`src/ccpr_pkg.sv`:
```
// ----------------------------------------------------------------------------
// ccpr_pkg: shared types and constants for the character class refiner
// Request/result payloads, request codes, controller states and the
// command/status groups between controller and datapath.
// ----------------------------------------------------------------------------
package ccpr_pkg;

  localparam int ALPHABET_SIZE_DEF = 256;
  localparam int SYM_W             = 8;
  localparam int CLS_W             = 8;
  localparam int CNT_W             = 9;
  localparam int CLS_LIMIT         = 256;

  localparam logic [1:0] REQ_INIT    = 2'd0;
  localparam logic [1:0] REQ_REFINE  = 2'd1;
  localparam logic [1:0] REQ_ISOLATE = 2'd2;
  localparam logic [1:0] REQ_QUERY   = 2'd3;

  typedef struct packed {
    logic [1:0]       req_type;
    logic [SYM_W-1:0] symbol;
    logic             last;
  } req_t;

  typedef struct packed {
    logic [CLS_W-1:0] symbol_class;
    logic [CNT_W-1:0] class_count;
  } res_t;

  typedef enum logic [3:0] {
    ST_IDLE,
    ST_RD,
    ST_RESP,
    ST_SP_MEM,
    ST_SP_CLS,
    ST_SP_CHK,
    ST_SP_SCAN,
    ST_SP_DRAIN,
    ST_SP_END,
    ST_ISO_RD,
    ST_ISO_CLS,
    ST_ISO_SCAN,
    ST_ISO_DRAIN,
    ST_ISO_END
  } state_t;

  typedef struct packed {
    logic accept;         // request transfer this cycle
    logic rd_map_member;  // read map at member just fetched
    logic rd_map_sym;     // read map at latched symbol
    logic visit;          // start split scan of a fresh class
    logic k_inc;          // skip member whose class was handled
    logic scan_issue;     // issue one map read of the byte scan
    logic split_end;      // close one class split
    logic iso_start;      // start isolate scan
    logic iso_end;        // commit isolate
    logic set_clear;      // drop the loaded set
  } ctrl_cmd_t;

  typedef struct packed {
    logic sym_ok;
    logic k_lt_cnt;
    logic visited_hit;
    logic scan_last;
  } dp_stat_t;

endpackage

```
`src/ccpr_ctrl.sv`:
```
// ----------------------------------------------------------------------------
// ccpr_ctrl: sequencer for the character class refiner
// Walks each request through its read, scan and response steps and
// drives the datapath by command strobes.
// ----------------------------------------------------------------------------
module ccpr_ctrl (
  input  logic                clk,
  input  logic                rst,
  input  logic                start,
  input  ccpr_pkg::req_t      request,
  input  ccpr_pkg::dp_stat_t  stat,
  output ccpr_pkg::ctrl_cmd_t cmd,
  output logic                busy,
  output logic                done
);

  ccpr_pkg::state_t state, state_next;

  always_ff @(posedge clk) begin
    if (rst) begin
      state <= ccpr_pkg::ST_IDLE;
    end else begin
      state <= state_next;
    end
  end

  always_comb begin
    state_next = state;
    unique case (state)
      ccpr_pkg::ST_IDLE: begin
        if (start) begin
          unique case (request.req_type)
            ccpr_pkg::REQ_INIT:    state_next = ccpr_pkg::ST_RD;
            ccpr_pkg::REQ_REFINE:  state_next = request.last ? ccpr_pkg::ST_SP_MEM
                                                             : ccpr_pkg::ST_IDLE;
            ccpr_pkg::REQ_ISOLATE: state_next = ccpr_pkg::ST_ISO_RD;
            ccpr_pkg::REQ_QUERY:   state_next = ccpr_pkg::ST_RD;
            default:               state_next = ccpr_pkg::ST_RD;
          endcase
        end
      end
      ccpr_pkg::ST_RD:        state_next = ccpr_pkg::ST_RESP;
      ccpr_pkg::ST_RESP:      state_next = ccpr_pkg::ST_IDLE;
      ccpr_pkg::ST_SP_MEM:    state_next = stat.k_lt_cnt ? ccpr_pkg::ST_SP_CLS
                                                         : ccpr_pkg::ST_RD;
      ccpr_pkg::ST_SP_CLS:    state_next = ccpr_pkg::ST_SP_CHK;
      ccpr_pkg::ST_SP_CHK:    state_next = stat.visited_hit ? ccpr_pkg::ST_SP_MEM
                                                            : ccpr_pkg::ST_SP_SCAN;
      ccpr_pkg::ST_SP_SCAN:   state_next = stat.scan_last ? ccpr_pkg::ST_SP_DRAIN
                                                          : ccpr_pkg::ST_SP_SCAN;
      ccpr_pkg::ST_SP_DRAIN:  state_next = ccpr_pkg::ST_SP_END;
      ccpr_pkg::ST_SP_END:    state_next = ccpr_pkg::ST_SP_MEM;
      ccpr_pkg::ST_ISO_RD:    state_next = stat.sym_ok ? ccpr_pkg::ST_ISO_CLS
                                                       : ccpr_pkg::ST_RD;
      ccpr_pkg::ST_ISO_CLS:   state_next = ccpr_pkg::ST_ISO_SCAN;
      ccpr_pkg::ST_ISO_SCAN:  state_next = stat.scan_last ? ccpr_pkg::ST_ISO_DRAIN
                                                          : ccpr_pkg::ST_ISO_SCAN;
      ccpr_pkg::ST_ISO_DRAIN: state_next = ccpr_pkg::ST_ISO_END;
      ccpr_pkg::ST_ISO_END:   state_next = ccpr_pkg::ST_RD;
      default:                state_next = ccpr_pkg::ST_IDLE;
    endcase
  end

  always_comb begin
    cmd  = '0;
    busy = (state != ccpr_pkg::ST_IDLE);
    done = (state == ccpr_pkg::ST_RESP);
    unique case (state)
      ccpr_pkg::ST_IDLE:     cmd.accept        = start;
      ccpr_pkg::ST_RD:       cmd.rd_map_sym    = 1'b1;
      ccpr_pkg::ST_SP_MEM:   cmd.set_clear     = !stat.k_lt_cnt;
      ccpr_pkg::ST_SP_CLS:   cmd.rd_map_member = 1'b1;
      ccpr_pkg::ST_SP_CHK: begin
        cmd.visit = !stat.visited_hit;
        cmd.k_inc = stat.visited_hit;
      end
      ccpr_pkg::ST_SP_SCAN:  cmd.scan_issue    = 1'b1;
      ccpr_pkg::ST_SP_END:   cmd.split_end     = 1'b1;
      ccpr_pkg::ST_ISO_RD:   cmd.rd_map_sym    = 1'b1;
      ccpr_pkg::ST_ISO_CLS:  cmd.iso_start     = 1'b1;
      ccpr_pkg::ST_ISO_SCAN: cmd.scan_issue    = 1'b1;
      ccpr_pkg::ST_ISO_END:  cmd.iso_end       = 1'b1;
      default:               cmd               = '0;
    endcase
  end

endmodule

```
`config.mk`:
```
export PLATFORM = sky130hd
export DESIGN_NAME = ccpr_ctrl
export DESIGN_NICKNAME = d
export VERILOG_FILES = /design/src/ccpr_pkg.sv /design/src/ccpr_ctrl.sv
export SDC_FILE = /design/constraint.sdc
export NUM_CORES = 1
export LEC_CHECK = 0
export ABC_AREA = 1
export BUFFER_PORTS_ARGS = -buffer_cell sky130_fd_sc_hd__buf_2
export CAP_MARGIN = 20
export CORE_AREA = 3 3 40 42
export CTS_CLUSTER_DIAMETER = 60
export DETAILED_ROUTE_END_ITERATION = 16
export DIE_AREA = 0 0 43 45
export GPL_ROUTABILITY_DRIVEN = 0
export PLACE_DENSITY = 0.72
export SETUP_SLACK_MARGIN = 0.02
export SKIP_LAST_GASP = 1
export SLEW_MARGIN = 10
export SYNTH_ARGS = -nofsm -noshare
export SYNTH_HDL_FRONTEND = slang
export SYNTH_SLANG_ARGS = --single-unit
```
`constraint.sdc`:
```
create_clock -name clk -period 1.2 [get_ports clk]
set_input_delay 0.12 -clock clk [delete_from_list [all_inputs] [get_ports clk]]
set_output_delay 0.12 -clock clk [all_outputs]
set_load 0.05 [all_outputs]
```
### Word level (Yosys, flattened, before mapping)

Cells that the tools add are included.

| operators by class | value |
|---|---|
| equal/unequal tests | 17 |
| reductions and logical operators | 8 |
| muxes and demuxes | 18 |

Operators by type and width:

| operator | count |
|---|---|
| 4-bit case mux with 13 select lines | 1 |
| 4-bit equality test, second input constant | 6 |
| 4-bit by 3-bit equality test with 1-bit output, second input constant | 4 |
| 4-bit case mux with 3 select lines | 1 |
| 1-bit two-way mux | 9 |
| 3-bit two-way mux | 3 |
| 4-bit by 2-bit equality test with 1-bit output, second input constant | 2 |
| 4-bit two-way mux | 2 |
| 2-bit OR reduction | 3 |
| 2-bit equality test, second input constant | 2 |
| 4-bit by 1-bit equality test with 1-bit output, second input constant | 1 |
| 4-bit zero test | 1 |
| 2-bit two-way mux | 2 |
| 4-bit nonzero test | 1 |
| 2-bit by 1-bit equality test with 1-bit output, second input constant | 1 |
| 1-bit zero test | 2 |
| 2-bit zero test | 1 |
| 2-bit != test, second input constant | 1 |

| storage, ports and cells | value |
|---|---|
| register bits after elaboration | 4 |
| logic and storage cells | 44 |
| output and inout bits | 12 |

### Logic depth before layout (Yosys ltp)

Gate-level depths: netlist of the first run.

| logic depth | value |
|---|---|
| depth after elaboration | 5 |
| depth in mapped cells | 8 |
| mapped depth without buffers | 7 |

### Worst setup path before layout of the first run

OpenSTA, ideal clock, no wires.

| timing path | value |
|---|---|
| path kind | register to output |
| from | register state[0] |
| to | output port cmd[9] in the netlist's numbering |
| stages on the path, launching flop included | 5 |
| arrival time | 1.538 ns |
| data required time | 1.080 ns |
| slack | -0.458 ns |
| cells stage by stage | dfxtp_1 buf_2 nor2_2 nand2_2 nor2_1 |

RTL lines:

| what | line | source |
|---|---|---|
| start: declaration | ccpr_ctrl.sv:17 | `ccpr_pkg::state_t state, state_next;` |
| start signal: assignment | ccpr_ctrl.sv:21 | `state <= ccpr_pkg::ST_IDLE;` |
| start signal: assignment | ccpr_ctrl.sv:23 | `state <= state_next;` |
| end: declaration | ccpr_ctrl.sv:12 | `output ccpr_pkg::ctrl_cmd_t cmd,` |

==> flow_summary.html, run 1 <==
<table>
<tr><th>Metric</th><th>Value</th></tr>
<tr><th colspan="2">Drt</th></tr>
<tr><td>Routed length on met3</td><td>~160 µm</td></tr>
<tr><td>Iteration-0 DRC count of the detailed router</td><td>35</td></tr>
<tr><td>Count of unresolved DRC violations after routing</td><td>0</td></tr>
<tr><td>Post-Route WL</td><td>1940 µm</td></tr>
<tr><td>Highest metal layer with signal wires</td><td>met4</td></tr>
<tr><td>Post-route antenna net violation count</td><td>0</td></tr>
<tr><td>M1 wire length</td><td>652 µm</td></tr>
<tr><td>Number of optimization iterations in the first detailed-route pass</td><td>4</td></tr>
<tr><td>Routed length per instance</td><td>14.1 µm</td></tr>
<tr><td>Vias</td><td>715</td></tr>
<tr><td>Via/cell ratio</td><td>5.22</td></tr>
<tr><td>Metal2 WL</td><td>roughly 1000 µm</td></tr>
<tr><th colspan="2">Power</th></tr>
<tr><td>Static leakage</td><td>about 0.49 nW</td></tr>
<tr><td>Power share of the sequential group</td><td>16.2%</td></tr>
<tr><td>Switching component of the power</td><td>~0.00057 W</td></tr>
<tr><td>Internal power summed over all cells</td><td>0.000630 W</td></tr>
<tr><td>Combinational Power Share</td><td>69.4%</td></tr>
<tr><td>Clock network power share</td><td>14.4%</td></tr>
<tr><td>Largest voltage drop on the vdd net</td><td>around 0.7 mV</td></tr>
<tr><td>Final Power</td><td>0.00120 W</td></tr>
<tr><td>Power density of the placed cells</td><td>1320 nW/µm²</td></tr>
<tr><td>Net switching share of the total power</td><td>47.6%</td></tr>
<tr><th colspan="2">Timing</th></tr>
<tr><td>Slew of the pin with the lowest slew margin</td><td>0.397 ns</td></tr>
<tr><td>Max-slew headroom</td><td>around three quarters</td></tr>
<tr><td>Setup repair after global routing missed its margin</td><td>yes</td></tr>
<tr><td>Worst Slack Setup Final</td><td>-0.179 ns</td></tr>
<tr><td>Shortest clock period the worst path allows after layout</td><td>1.38 ns</td></tr>
<tr><td>Total of endpoints with negative setup slack in the final report</td><td>16</td></tr>
<tr><td>Maximum frequency from static timing analysis</td><td>725 MHz</td></tr>
<tr><td>Number of max-slew violations in the final report</td><td>0</td></tr>
<tr><td>Final critical-path share of the clock period</td><td>115%</td></tr>
<tr><td>Hold_ws</td><td>about 0.25 ns</td></tr>
<tr><td>Total count of hold-check failures in the final report</td><td>0</td></tr>
<tr><td>Maximum clock skew at final layout</td><td>~0.0044 ns</td></tr>
<tr><th colspan="2">Worst setup path</th></tr>
<tr><td>Arrival time at the worst endpoint</td><td>1.26 ns</td></tr>
<tr><td>Endpoint required time on the critical path</td><td>around 1.1 ns</td></tr>
<tr><td>Highest fanout seen on the critical path</td><td>4</td></tr>
<tr><td>Critical Path Sink Type</td><td>output port</td></tr>
<tr><td>Startpoint types</td><td>flop</td></tr>
<tr><td>Category of the most critical setup path</td><td>reg2out</td></tr>
<tr><th colspan="2">GRT</th></tr>
<tr><td>Total Routing Usage GR</td><td>about a fifth</td></tr>
<tr><td>Wire length of the first global-routing pass</td><td>2940 µm</td></tr>
<tr><td>Via count of the first global-routing pass</td><td>707</td></tr>
<tr><td>Number of antenna violations at the first check in global routing</td><td>0</td></tr>
<tr><td>Largest net degree at the start of global routing</td><td>8</td></tr>
<tr><td>Remaining global-route overflow</td><td>0</td></tr>
<tr><th colspan="2">Cells and area</th></tr>
<tr><td>Number of flip-flops under the largest register name</td><td>4</td></tr>
<tr><td>Register name with the most flops</td><td>state</td></tr>
<tr><td>Design area</td><td>roughly 910 µm²</td></tr>
<tr><td>Area growth, synth to finish</td><td>120%</td></tr>
<tr><td>Net count, final</td><td>142</td></tr>
<tr><td>Count of antenna diodes in the layout</td><td>0</td></tr>
<tr><td>Ratio of cells with drive above 1 in the final layout</td><td>55.7%</td></tr>
<tr><td>Largest registers</td><td>state: 4 flops</td></tr>
<tr><td>Leading cell types in the layout, fill and taps excluded</td><td>nand2_1 (14), nor2_1 (14), buf_6 (13)</td></tr>
<tr><td>Filler Cell Count</td><td>104</td></tr>
<tr><th colspan="2">Place</th></tr>
<tr><td>HPWL Detailed</td><td>1090 µm</td></tr>
<tr><td>Post-Place Worst Slack</td><td>-0.0368 ns</td></tr>
<tr><td>Placed Area</td><td>646 µm²</td></tr>
<tr><td>Number of input and output port buffers inserted</td><td>21</td></tr>
<tr><th colspan="2">CTS</th></tr>
<tr><td>Clock-pin slew on the worst setup and hold paths</td><td>0.04 ns</td></tr>
<tr><td>Total number of H-tree levels</td><td>1</td></tr>
<tr><td>Clock tree from TritonCTS</td><td>yes</td></tr>
<tr><td>Clock net sink count</td><td>4</td></tr>
<tr><td>Maximum number of buffers from clock root to sink</td><td>2</td></tr>
<tr><td>Count of hold-fix buffers inserted at cts</td><td>0</td></tr>
<tr><td>Buffer cell driving the clock tree root</td><td>clkbuf_4</td></tr>
<tr><td>Number of buffers created by CTS</td><td>3</td></tr>
<tr><td>Clock latency on the worst-skew pair</td><td>0.24 ns</td></tr>
<tr><th colspan="2">Logic synthesis</th></tr>
<tr><td>Gate count of the mapped netlist</td><td>81</td></tr>
<tr><td>Cell area after technology mapping</td><td>just over 400 µm²</td></tr>
<tr><td>Synth Net Count</td><td>99</td></tr>
<tr><td>Synthesis-stage register bit count</td><td>4</td></tr>
<tr><td>Post-synthesis cell type count</td><td>17</td></tr>
<tr><td>Warnings from Yosys</td><td>0</td></tr>
<tr><td>Sequential fraction of the synthesis area</td><td>between 10% and 20%</td></tr>
<tr><td>Mean post-synth cell area</td><td>5.13 µm²</td></tr>
<tr><th colspan="2">Hold path</th></tr>
<tr><td>Class of the tightest hold or removal check</td><td>in2reg</td></tr>
<tr><th colspan="2">Status</th></tr>
<tr><td>Failing checks</td><td>setup timing</td></tr>
<tr><td>Result of the run</td><td>finished, violations left</td></tr>
<tr><th colspan="2">Die</th></tr>
<tr><td>Initial Util</td><td>32.3%</td></tr>
<tr><td>Core area</td><td>approximately 1300 µm²</td></tr>
<tr><td>Overall die area</td><td>just under 2000 µm²</td></tr>
<tr><td>Die span in x</td><td>43 µm</td></tr>
<tr><td>Die height</td><td>45 µm</td></tr>
<tr><td>Number of placement rows</td><td>13</td></tr>
<tr><td>I/O pin cnt</td><td>30</td></tr>
<tr><th colspan="2">Flow run</th></tr>
<tr><td>Max-Cap Viols</td><td>0</td></tr>
</table>
[routing by layer]
| layer | track usage [%] | vias to the layer above |
|---|---|---|
| met3 | 5.18 | 10 |
| met2 | 37.4 | 45 |
| met5 | 0 | - |
| met4 | 16.9 | 0 |
| met1 | 20.4 | 323 |
| li1 | - | 337 |
[critical path: stages (launching register included)]
cell     delay (ns)
dfxtp_4        0.35
buf_6          0.12
nor2_1         0.18
nand2_1        0.12
nand2_2        0.09
buf_8          0.15
[synthesized netlist by cell type]
| cell type | count | area [µm²] |
|---|---|---|
| nor2_2 | 3 | 18.8 |
| nand4_1 | 1 | 6.26 |
| dfxtp_1 | 4 | 80.1 |
| nand3b_1 | 2 | 15.0 |
| nand3_1 | 6 | 30.0 |
| o2111ai_1 | 1 | 8.76 |
| nand2_2 | 1 | 6.26 |
| nand2_1 | 20 | 75.1 |
| nor3_1 | 2 | 10.0 |
| o211ai_1 | 1 | 7.51 |
| buf_2 | 1 | 5.00 |
| o21ai_0 | 2 | 10.0 |
| a21oi_1 | 1 | 5.00 |
| inv_1 | 13 | 48.8 |
| inv_2 | 1 | 3.75 |
| o22ai_1 | 1 | 6.26 |
| nor2_1 | 21 | 78.8 |
[layout make-up]
type                       count  area (µm²)  share of cell area, %
timing repair buffer          39         357                   39.1
inverter                      14        55.1                   6.04
sequential                     4        95.1                   10.4
clock buffer                   3        22.5                   2.47
multi-input combinational     62         364                   39.9
tap                           15        18.8                   2.06
[stage by stage]
step                      TNS [ns]  instances  utilization, %
after floorplan            -0.0909         81               -
after global placement     -0.0647        126            50.2
after detailed placement    -0.132        126            50.2
after CTS                   -0.945        133            63.2
after global routing         -2.39        137            71.0
final                        -1.44        137            71.0
[final timing paths]
path              startpoint        to  slack, ns  depth (start not counted)
setup / recovery    state[3]    cmd[4]      -0.18                          5
hold / removal       stat[2]  state[2]       0.25                          5
setup reg to reg    state[1]  state[2]      -0.07                          8
hold reg to reg     state[3]  state[1]       0.66                          3
[power by group through the flow]
stage               clock, W  sequential [W]  combinational, W
floorplan                  0        0.000171          0.000395
global placement           0        0.000180          0.000548
detailed placement         0        0.000181          0.000552
CTS                 0.000173        0.000189          0.000685
global route        0.000184        0.000199          0.000877
finish              0.000172        0.000195          0.000833
[timing repair]
action                                 in CTS  in global routing
setup endpoints to repair                  16                 16
endpoints found under the hold margin       0                  0
resized for setup                          40                 21
buffers inserted                            4                  4
pin swaps                                   7                  4
[cell families (layout without fill, tap and decap cells)]
kind of cell           Yosys count  count (layout)  share of synthesized area [%]
AO/OA/AOI/OAI                    6               6                           9.04
buffers and inverters           15              56                           13.9
flip-flops                       4               4                           19.3
AND/OR/NAND/NOR                 56              56                           57.8
Note: power is estimated with default switching activity, not from simulation.
==> run 2, diff against run 1 <==
--- a/config.mk
+++ b/config.mk
@@ -8,12 +8,14 @@
 export ABC_AREA = 1
 export BUFFER_PORTS_ARGS = -buffer_cell sky130_fd_sc_hd__buf_2
 export CAP_MARGIN = 20
-export CORE_AREA = 3 3 40 42
+export CELL_PAD_IN_SITES_DETAIL_PLACEMENT = 1
+export CELL_PAD_IN_SITES_GLOBAL_PLACEMENT = 2
+export CORE_MARGIN = 3
+export CORE_UTILIZATION = 16
 export CTS_CLUSTER_DIAMETER = 60
 export DETAILED_ROUTE_END_ITERATION = 16
-export DIE_AREA = 0 0 43 45
 export GPL_ROUTABILITY_DRIVEN = 0
-export PLACE_DENSITY = 0.72
+export PLACE_DENSITY = 0.83
 export SETUP_SLACK_MARGIN = 0.02
 export SKIP_LAST_GASP = 1
 export SLEW_MARGIN = 10
==> flow_summary.html, run 2 (same netlist as run 1, synthesis figures left out) <==
<table>
<tr><th>Metric</th><th>Value</th></tr>
<tr><th colspan="2">Timing</th></tr>
<tr><td>Slew of the pin with the lowest slew margin</td><td>0.338 ns (was 0.397 ns)</td></tr>
<tr><td>Setup repair after global routing missed its margin</td><td>yes (unchanged)</td></tr>
<tr><td>Shortest clock period the worst path allows after layout</td><td>1.36 ns (was 1.38 ns)</td></tr>
<tr><td>Total count of hold-check failures in the final report</td><td>0 (unchanged)</td></tr>
<tr><td>Worst Slack Setup Final</td><td>-0.158 ns (was -0.179 ns)</td></tr>
<tr><td>Maximum clock skew at final layout</td><td>0.00118 ns (was 0.00437 ns)</td></tr>
<tr><td>Max-slew headroom</td><td>77.3% (was 73.5%)</td></tr>
<tr><td>Final critical-path share of the clock period</td><td>113% (was 115%)</td></tr>
<tr><td>Maximum frequency from static timing analysis</td><td>736 MHz (was 725 MHz)</td></tr>
<tr><td>Total of endpoints with negative setup slack in the final report</td><td>16 (unchanged)</td></tr>
<tr><td>Number of max-slew violations in the final report</td><td>0 (unchanged)</td></tr>
<tr><th colspan="2">CTS</th></tr>
<tr><td>Clock net sink count</td><td>4 (unchanged)</td></tr>
<tr><td>Clock-pin slew on the worst setup and hold paths</td><td>0.04 ns (about the same)</td></tr>
<tr><td>Total number of H-tree levels</td><td>1 (unchanged)</td></tr>
<tr><td>Clock latency on the worst-skew pair</td><td>0.23 ns (was 0.24 ns)</td></tr>
<tr><td>Clock tree from TritonCTS</td><td>yes (unchanged)</td></tr>
<tr><td>Maximum number of buffers from clock root to sink</td><td>2 (unchanged)</td></tr>
<tr><td>Buffer cell driving the clock tree root</td><td>clkbuf_4 (unchanged)</td></tr>
<tr><td>Number of buffers created by CTS</td><td>3 (unchanged)</td></tr>
<tr><th colspan="2">Cells and area</th></tr>
<tr><td>Ratio of cells with drive above 1 in the final layout</td><td>64.3% (was 55.7%)</td></tr>
<tr><td>Filler Cell Count</td><td>306 (was 104)</td></tr>
<tr><td>Design area</td><td>1010 µm² (was 912 µm²)</td></tr>
<tr><td>Net count, final</td><td>146 (was 142)</td></tr>
<tr><td>Area used by multi-input combinational logic</td><td>420 µm² (was 364 µm²)</td></tr>
<tr><td>Leading cell types in the layout, fill and taps excluded</td><td>buf_4 (16), nand2_1 (13), buf_6 (13) (was nand2_1 (14), nor2_1 (14), buf_6 (13))</td></tr>
<tr><td>Post-route non-filler standard cell count</td><td>154 (was 137)</td></tr>
<tr><td>Post-route core utilization</td><td>43.0% (was 71.0%)</td></tr>
<tr><td>Leading cell type in the layout, fill and taps excluded</td><td>buf_4</td></tr>
<tr><td>Count of antenna diodes in the layout</td><td>0 (unchanged)</td></tr>
<tr><td>Largest registers</td><td>state: 4 flops (unchanged)</td></tr>
<tr><td>Area growth, synth to finish</td><td>142% (was 120%)</td></tr>
<tr><td>Number of flip-flops under the largest register name</td><td>4 (unchanged)</td></tr>
<tr><td>Register name with the most flops</td><td>state (unchanged)</td></tr>
<tr><td>Storage element area</td><td>95.1 µm² (unchanged)</td></tr>
<tr><th colspan="2">Drt</th></tr>
<tr><td>Count of unresolved DRC violations after routing</td><td>0 (unchanged)</td></tr>
<tr><td>Vias</td><td>695 (was 715)</td></tr>
<tr><td>Iteration-0 DRC count of the detailed router</td><td>9 (was 35)</td></tr>
<tr><td>Post-route antenna net violation count</td><td>0 (unchanged)</td></tr>
<tr><td>Via/cell ratio</td><td>4.51 (was 5.22)</td></tr>
<tr><td>Post-Route WL</td><td>2020 µm (was 1940 µm)</td></tr>
<tr><td>Number of optimization iterations in the first detailed-route pass</td><td>2 (was 4)</td></tr>
<tr><td>Routed length per instance</td><td>13.1 µm (was 14.1 µm)</td></tr>
<tr><th colspan="2">Power</th></tr>
<tr><td>Power density of the placed cells</td><td>1240 nW/µm² (was 1320 nW/µm²)</td></tr>
<tr><td>Largest voltage drop on the vdd net</td><td>0.724 mV (was 0.700 mV)</td></tr>
<tr><td>Static leakage</td><td>0.508 nW (was 0.495 nW)</td></tr>
<tr><td>Final Power</td><td>0.00125 W (was 0.00120 W)</td></tr>
<tr><th colspan="2">GRT</th></tr>
<tr><td>Wire length of the first global-routing pass</td><td>3040 µm (was 2940 µm)</td></tr>
<tr><td>Number of antenna violations at the first check in global routing</td><td>0 (unchanged)</td></tr>
<tr><td>Largest net degree at the start of global routing</td><td>8 (unchanged)</td></tr>
<tr><td>Total Routing Usage GR</td><td>11.9% (was 20.9%)</td></tr>
<tr><td>Via count of the first global-routing pass</td><td>732 (was 707)</td></tr>
<tr><td>Remaining global-route overflow</td><td>0 (unchanged)</td></tr>
<tr><th colspan="2">Place</th></tr>
<tr><td>Placed Instances</td><td>140 (was 126)</td></tr>
<tr><td>Post-Place Worst Slack</td><td>-0.0918 ns (was -0.0368 ns)</td></tr>
<tr><td>HPWL Detailed</td><td>1380 µm (was 1090 µm)</td></tr>
<tr><td>Placed Area</td><td>669 µm² (was 646 µm²)</td></tr>
<tr><td>Number of input and output port buffers inserted</td><td>21 (unchanged)</td></tr>
<tr><th colspan="2">Worst setup path</th></tr>
<tr><td>Startpoint types</td><td>flop (unchanged)</td></tr>
<tr><td>Endpoint required time on the critical path</td><td>1.35 ns (was 1.08 ns)</td></tr>
<tr><td>Critical Path Sink Type</td><td>flop (was output port)</td></tr>
<tr><td>Highest fanout seen on the critical path</td><td>4 (unchanged)</td></tr>
<tr><td>Arrival time at the worst endpoint</td><td>1.51 ns (was 1.26 ns)</td></tr>
<tr><td>Category of the most critical setup path</td><td>reg2reg (was reg2out)</td></tr>
<tr><th colspan="2">Die</th></tr>
<tr><td>Overall die area</td><td>3240 µm² (was 1940 µm²)</td></tr>
<tr><td>I/O pin cnt</td><td>30 (unchanged)</td></tr>
<tr><td>Die span in x</td><td>57.0 µm (was 43 µm)</td></tr>
<tr><td>Number of placement rows</td><td>17 (was 13)</td></tr>
<tr><td>Initial Util</td><td>17.8% (was 32.3%)</td></tr>
<tr><td>Die height</td><td>57.0 µm (was 45 µm)</td></tr>
<tr><td>Core area</td><td>2340 µm² (was 1280 µm²)</td></tr>
<tr><th colspan="2">Flow run</th></tr>
<tr><td>Max-Cap Viols</td><td>0 (unchanged)</td></tr>
<tr><th colspan="2">Hold path</th></tr>
<tr><td>Class of the tightest hold or removal check</td><td>in2reg (unchanged)</td></tr>
<tr><th colspan="2">Status</th></tr>
<tr><td>Failing checks</td><td>setup timing (unchanged)</td></tr>
<tr><td>Result of the run</td><td>finished, violations left (unchanged)</td></tr>
</table>
-- run 2: layout make-up --
class                      count  share of cell area [%]
inverter                      14                    5.71
multi-input combinational     62                    41.7
timing repair buffer          43                    37.4
clock buffer                   3                    2.24
tap                           28                    3.48
sequential                     4                    9.44
-- run 2: power breakdown --
part / switching (W) / leakage [nW] / internal [W] / total [W]
sequential: 0.0000495 / 0.0356 / 0.000158 / 0.000208
combinational: 0.000485 / 0.458 / 0.000397 / 0.000882
clock: 0.0000508 / 0.0138 / 0.000112 / 0.000162
-- run 2: path summary, 6_finish.rpt --
kind / from / endpoint / slack (ns) / cells after the start
min: rst / state[3] / 0.22 / 4
min reg2reg: state[2] / state[3] / 0.76 / 4
max reg2reg: state[1] / state[1] / -0.16 / 8
max: state[1] / state[1] / -0.16 / 8
-- run 2: per-layer routing --
| layer | vias to the layer above | global-route usage (%) | wire (µm) |
|---|---|---|---|
| li1 | 345 | - | - |
| met1 | 328 | 13.3 | 827 |
| met2 | 18 | 19.9 | 1070 |
| met3 | 4 | 4.30 | 92 |
| met4 | 0 | 5.96 | 29 |
| met5 | - | 0 | 0 |
-- run 2: stage by stage --
stage	hold WS [ns]	setup TNS [ns]
floorplan	0.366	-0.0909
global placement	0.523	-0.280
detailed placement	0.524	-0.723
CTS	0.271	-0.966
global route	0.265	-2.54
finish	0.223	-1.45
-- run 2: critical path, stage by stage (launching register included) --
cell     delay [ns]
dfxtp_4        0.36
buf_6          0.12
nor2_4         0.16
nand2_4        0.09
buf_4          0.14
buf_6          0.11
o22ai_2        0.10
nor2_1         0.08
nor2_1         0.11
-- run 2: timing repair --
action / in CTS / in global routing
setup endpoints to repair: 16 / 16
hold buffers: 0 / 0
endpoints found under the hold margin: 0 / 0
setup buffers: 4 / 7
pin swaps: 6 / 6
gates resized for setup: 52 / 21
==> run 3, diff against run 2 <==
--- a/config.mk
+++ b/config.mk
@@ -11,11 +11,11 @@
 export CELL_PAD_IN_SITES_DETAIL_PLACEMENT = 1
 export CELL_PAD_IN_SITES_GLOBAL_PLACEMENT = 2
 export CORE_MARGIN = 3
-export CORE_UTILIZATION = 16
+export CORE_UTILIZATION = 17
 export CTS_CLUSTER_DIAMETER = 60
 export DETAILED_ROUTE_END_ITERATION = 16
 export GPL_ROUTABILITY_DRIVEN = 0
-export PLACE_DENSITY = 0.83
+export PLACE_DENSITY = 0.87
 export SETUP_SLACK_MARGIN = 0.02
 export SKIP_LAST_GASP = 1
 export SLEW_MARGIN = 10
==> constraint.sdc (replaced) <==
create_clock -name clk -period 1.7 [get_ports clk]
set_input_delay 0.17 -clock clk [delete_from_list [all_inputs] [get_ports clk]]
set_output_delay 0.17 -clock clk [all_outputs]
set_load 0.05 [all_outputs]
==> flow_summary.html, run 3 (same netlist as run 1, synthesis figures left out) <==
<table>
<tr><th>Metric</th><th>Value</th></tr>
<tr><th colspan="2">Status</th></tr>
<tr><td>Result of the run</td><td>complete, no violations (was finished, violations left)</td></tr>
<tr><th colspan="2">CTS</th></tr>
<tr><td>Clock latency on the worst-skew pair</td><td>0.23 ns (about the same)</td></tr>
<tr><td>Clock tree from TritonCTS</td><td>yes (unchanged)</td></tr>
<tr><td>Number of buffers created by CTS</td><td>3 (unchanged)</td></tr>
<tr><td>Total setup buffers inserted after CTS</td><td>0 (was 4)</td></tr>
<tr><td>Clock-pin slew on the worst setup and hold paths</td><td>0.04 ns (about the same)</td></tr>
<tr><td>Total number of H-tree levels</td><td>1 (unchanged)</td></tr>
<tr><td>Maximum number of buffers from clock root to sink</td><td>2 (unchanged)</td></tr>
<tr><td>Buffer cell driving the clock tree root</td><td>clkbuf_4 (unchanged)</td></tr>
<tr><td>Clock net sink count</td><td>4 (unchanged)</td></tr>
<tr><th colspan="2">Worst setup path</th></tr>
<tr><td>Cell depth of the worst flop-to-flop path</td><td>5 (was 8)</td></tr>
<tr><td>Arrival time at the worst endpoint</td><td>1.38 ns (was 1.51 ns)</td></tr>
<tr><td>Critical Path Sink Type</td><td>output port (was flop)</td></tr>
<tr><td>Startpoint types</td><td>flop (unchanged)</td></tr>
<tr><td>CP max stage delay</td><td>0.43 ns (was 0.36 ns)</td></tr>
<tr><td>Ordered list of cells on the worst path</td><td>inv_1 -&gt; nor2_4 -&gt; nand2_1 -&gt; nor2_1 -&gt; clkbuf_4 (was buf_6 -&gt; nor2_4 -&gt; nand2_4 -&gt; buf_4 -&gt; buf_6 -&gt; o22ai_2 -&gt; nor2_1 -&gt; nor2_1)</td></tr>
<tr><td>Master of the slowest instance on the critical path</td><td>dfxtp_1 (was dfxtp_4)</td></tr>
<tr><td>Endpoint required time on the critical path</td><td>1.53 ns (was 1.35 ns)</td></tr>
<tr><td>Setup slack of the worst register-to-register path</td><td>0.46 ns (was -0.16 ns)</td></tr>
<tr><td>Highest fanout seen on the critical path</td><td>6 (was 4)</td></tr>
<tr><td>Category of the most critical setup path</td><td>reg2out (was reg2reg)</td></tr>
<tr><th colspan="2">Cells and area</th></tr>
<tr><td>Post-route non-filler standard cell count</td><td>132 (was 154)</td></tr>
<tr><td>Register name with the most flops</td><td>state (unchanged)</td></tr>
<tr><td>Area growth, synth to finish</td><td>41.3% (was 142%)</td></tr>
<tr><td>Largest registers</td><td>state: 4 flops (unchanged)</td></tr>
<tr><td>Area used by multi-input combinational logic</td><td>285 µm² (was 420 µm²)</td></tr>
<tr><td>Count of antenna diodes in the layout</td><td>0 (unchanged)</td></tr>
<tr><td>Net count, final</td><td>124 (was 146)</td></tr>
<tr><td>Filler Cell Count</td><td>327 (was 306)</td></tr>
<tr><td>Leading cell types in the layout, fill and taps excluded</td><td>nand2_1 (20), nor2_1 (20), buf_2 (20) (was buf_4 (16), nand2_1 (13), buf_6 (13))</td></tr>
<tr><td>Number of flip-flops under the largest register name</td><td>4 (unchanged)</td></tr>
<tr><td>Design area</td><td>587 µm² (was 1010 µm²)</td></tr>
<tr><td>Ratio of cells with drive above 1 in the final layout</td><td>31.7% (was 64.3%)</td></tr>
<tr><td>Storage element area</td><td>83.8 µm² (was 95.1 µm²)</td></tr>
<tr><th colspan="2">Drt</th></tr>
<tr><td>Count of unresolved DRC violations after routing</td><td>0 (unchanged)</td></tr>
<tr><td>Post-Route WL</td><td>1420 µm (was 2020 µm)</td></tr>
<tr><td>Number of optimization iterations in the first detailed-route pass</td><td>4 (was 2)</td></tr>
<tr><td>Post-route antenna net violation count</td><td>0 (unchanged)</td></tr>
<tr><td>Routed length per instance</td><td>10.8 µm (was 13.1 µm)</td></tr>
<tr><td>Vias</td><td>574 (was 695)</td></tr>
<tr><td>Iteration-0 DRC count of the detailed router</td><td>5 (was 9)</td></tr>
<tr><td>Via/cell ratio</td><td>4.35 (was 4.51)</td></tr>
<tr><th colspan="2">Timing</th></tr>
<tr><td>Setup TNS</td><td>0 ns (was -1.45 ns)</td></tr>
<tr><td>Slew of the pin with the lowest slew margin</td><td>0.399 ns (was 0.338 ns)</td></tr>
<tr><td>Total of endpoints with negative setup slack in the final report</td><td>0 (was 16)</td></tr>
<tr><td>Number of max-slew violations in the final report</td><td>0 (unchanged)</td></tr>
<tr><td>Maximum frequency from static timing analysis</td><td>644 MHz</td></tr>
<tr><td>Total count of hold-check failures in the final report</td><td>0 (unchanged)</td></tr>
<tr><td>Max-slew headroom</td><td>73.4% (was 77.3%)</td></tr>
<tr><td>Final critical-path share of the clock period</td><td>91.3%</td></tr>
<tr><td>Setup repair after global routing missed its margin</td><td>yes (unchanged)</td></tr>
<tr><td>Worst Slack Setup Final</td><td>0.148 ns (was -0.158 ns)</td></tr>
<tr><td>Shortest clock period the worst path allows after layout</td><td>1.55 ns</td></tr>
<tr><td>Maximum clock skew at final layout</td><td>0.00296 ns (was 0.00118 ns)</td></tr>
<tr><th colspan="2">GRT</th></tr>
<tr><td>Wire length of the first global-routing pass</td><td>2480 µm (was 3040 µm)</td></tr>
<tr><td>Largest net degree at the start of global routing</td><td>9 (was 8)</td></tr>
<tr><td>Total Routing Usage GR</td><td>10.0% (was 11.9%)</td></tr>
<tr><td>Number of antenna violations at the first check in global routing</td><td>0 (unchanged)</td></tr>
<tr><td>Via count of the first global-routing pass</td><td>604 (was 732)</td></tr>
<tr><td>Remaining global-route overflow</td><td>0 (unchanged)</td></tr>
<tr><th colspan="2">Power</th></tr>
<tr><td>Static leakage</td><td>0.363 nW (was 0.508 nW)</td></tr>
<tr><td>Power density of the placed cells</td><td>949 nW/µm² (was 1240 nW/µm²)</td></tr>
<tr><td>Largest voltage drop on the vdd net</td><td>0.436 mV (was 0.724 mV)</td></tr>
<tr><th colspan="2">Place</th></tr>
<tr><td>Post-Place Worst Slack</td><td>0.286 ns (was -0.0918 ns)</td></tr>
<tr><td>Placed Instances</td><td>129 (was 140)</td></tr>
<tr><td>Placed Area</td><td>553 µm² (was 669 µm²)</td></tr>
<tr><td>HPWL Detailed</td><td>1260 µm (was 1380 µm)</td></tr>
<tr><td>Number of input and output port buffers inserted</td><td>21 (unchanged)</td></tr>
<tr><th colspan="2">Die</th></tr>
<tr><td>Die height</td><td>55.4 µm (was 57.0 µm)</td></tr>
<tr><td>Overall die area</td><td>3070 µm² (was 3240 µm²)</td></tr>
<tr><td>Die span in x</td><td>55.4 µm (was 57.0 µm)</td></tr>
<tr><td>Initial Util</td><td>18.4% (was 17.8%)</td></tr>
<tr><td>Core area</td><td>2250 µm² (was 2340 µm²)</td></tr>
<tr><td>I/O pin cnt</td><td>30 (unchanged)</td></tr>
<tr><td>Number of placement rows</td><td>17 (unchanged)</td></tr>
<tr><th colspan="2">Hold path</th></tr>
<tr><td>Number of cells on the worst hold path</td><td>5 (was 4)</td></tr>
<tr><td>Class of the tightest hold or removal check</td><td>in2reg (unchanged)</td></tr>
<tr><th colspan="2">Flow run</th></tr>
<tr><td>Max-Cap Viols</td><td>0 (unchanged)</td></tr>
</table>
run 3: cell types whose count changed in the layout (fill, tap and decap cells not counted), sizes merged:
cell    delta
buf       -23
clkbuf     +1
run 3: worst paths after layout:
check / startpoint / to
max: state[3] / cmd[2]
min: stat[2] / state[2]
max reg2reg: state[3] / state[3]
min reg2reg: state[0] / state[2]
run 3: worst max-delay path, delay by kind of cell (launching register included):
family	cells	cell delay, ns
DFF	1	0.43
and+or+nand+nor	3	0.36
buffers and inverters	2	0.36
run 3: metrics by stage:
stage               hold WS [ns]  total power (W)  utilization [%]
floorplan                  0.416         0.000364                -
global placement           0.526         0.000438             24.5
detailed placement         0.537         0.000445             24.5
CTS                        0.296         0.000564             25.5
global route               0.309         0.000605             26.0
finish                     0.296         0.000557             26.0
run 3: power by group:
group | switching (W) | internal, W
combinational | 0.000230 | 0.0000764
sequential | 0.0000265 | 0.000110
clock | 0.0000347 | 0.0000787
total | 0.000292 | 0.000265
run 3: layout make-up:
type	count	area share, %
inverter	14	8.96
clock buffer	3	3.84
timing repair buffer	21	18.3
multi-input combinational	62	48.6
tap	28	5.97
sequential	4	14.3
run 3: what timing repair did:
item / CTS / global route
endpoints found under the setup margin: 0 / 6
gates resized for setup: 0 / 5
hold buffers: 0 / 0
run 3: routing by layer:
layer  vias to the layer above  routed length (µm)  GRT usage [%]
met2                        18                 706           17.1
met3                         2                  76           3.74
met5                         -                   0              0
met1                       255                 617           10.9
li1                        299                   -              -
met4                         0                  21           4.51
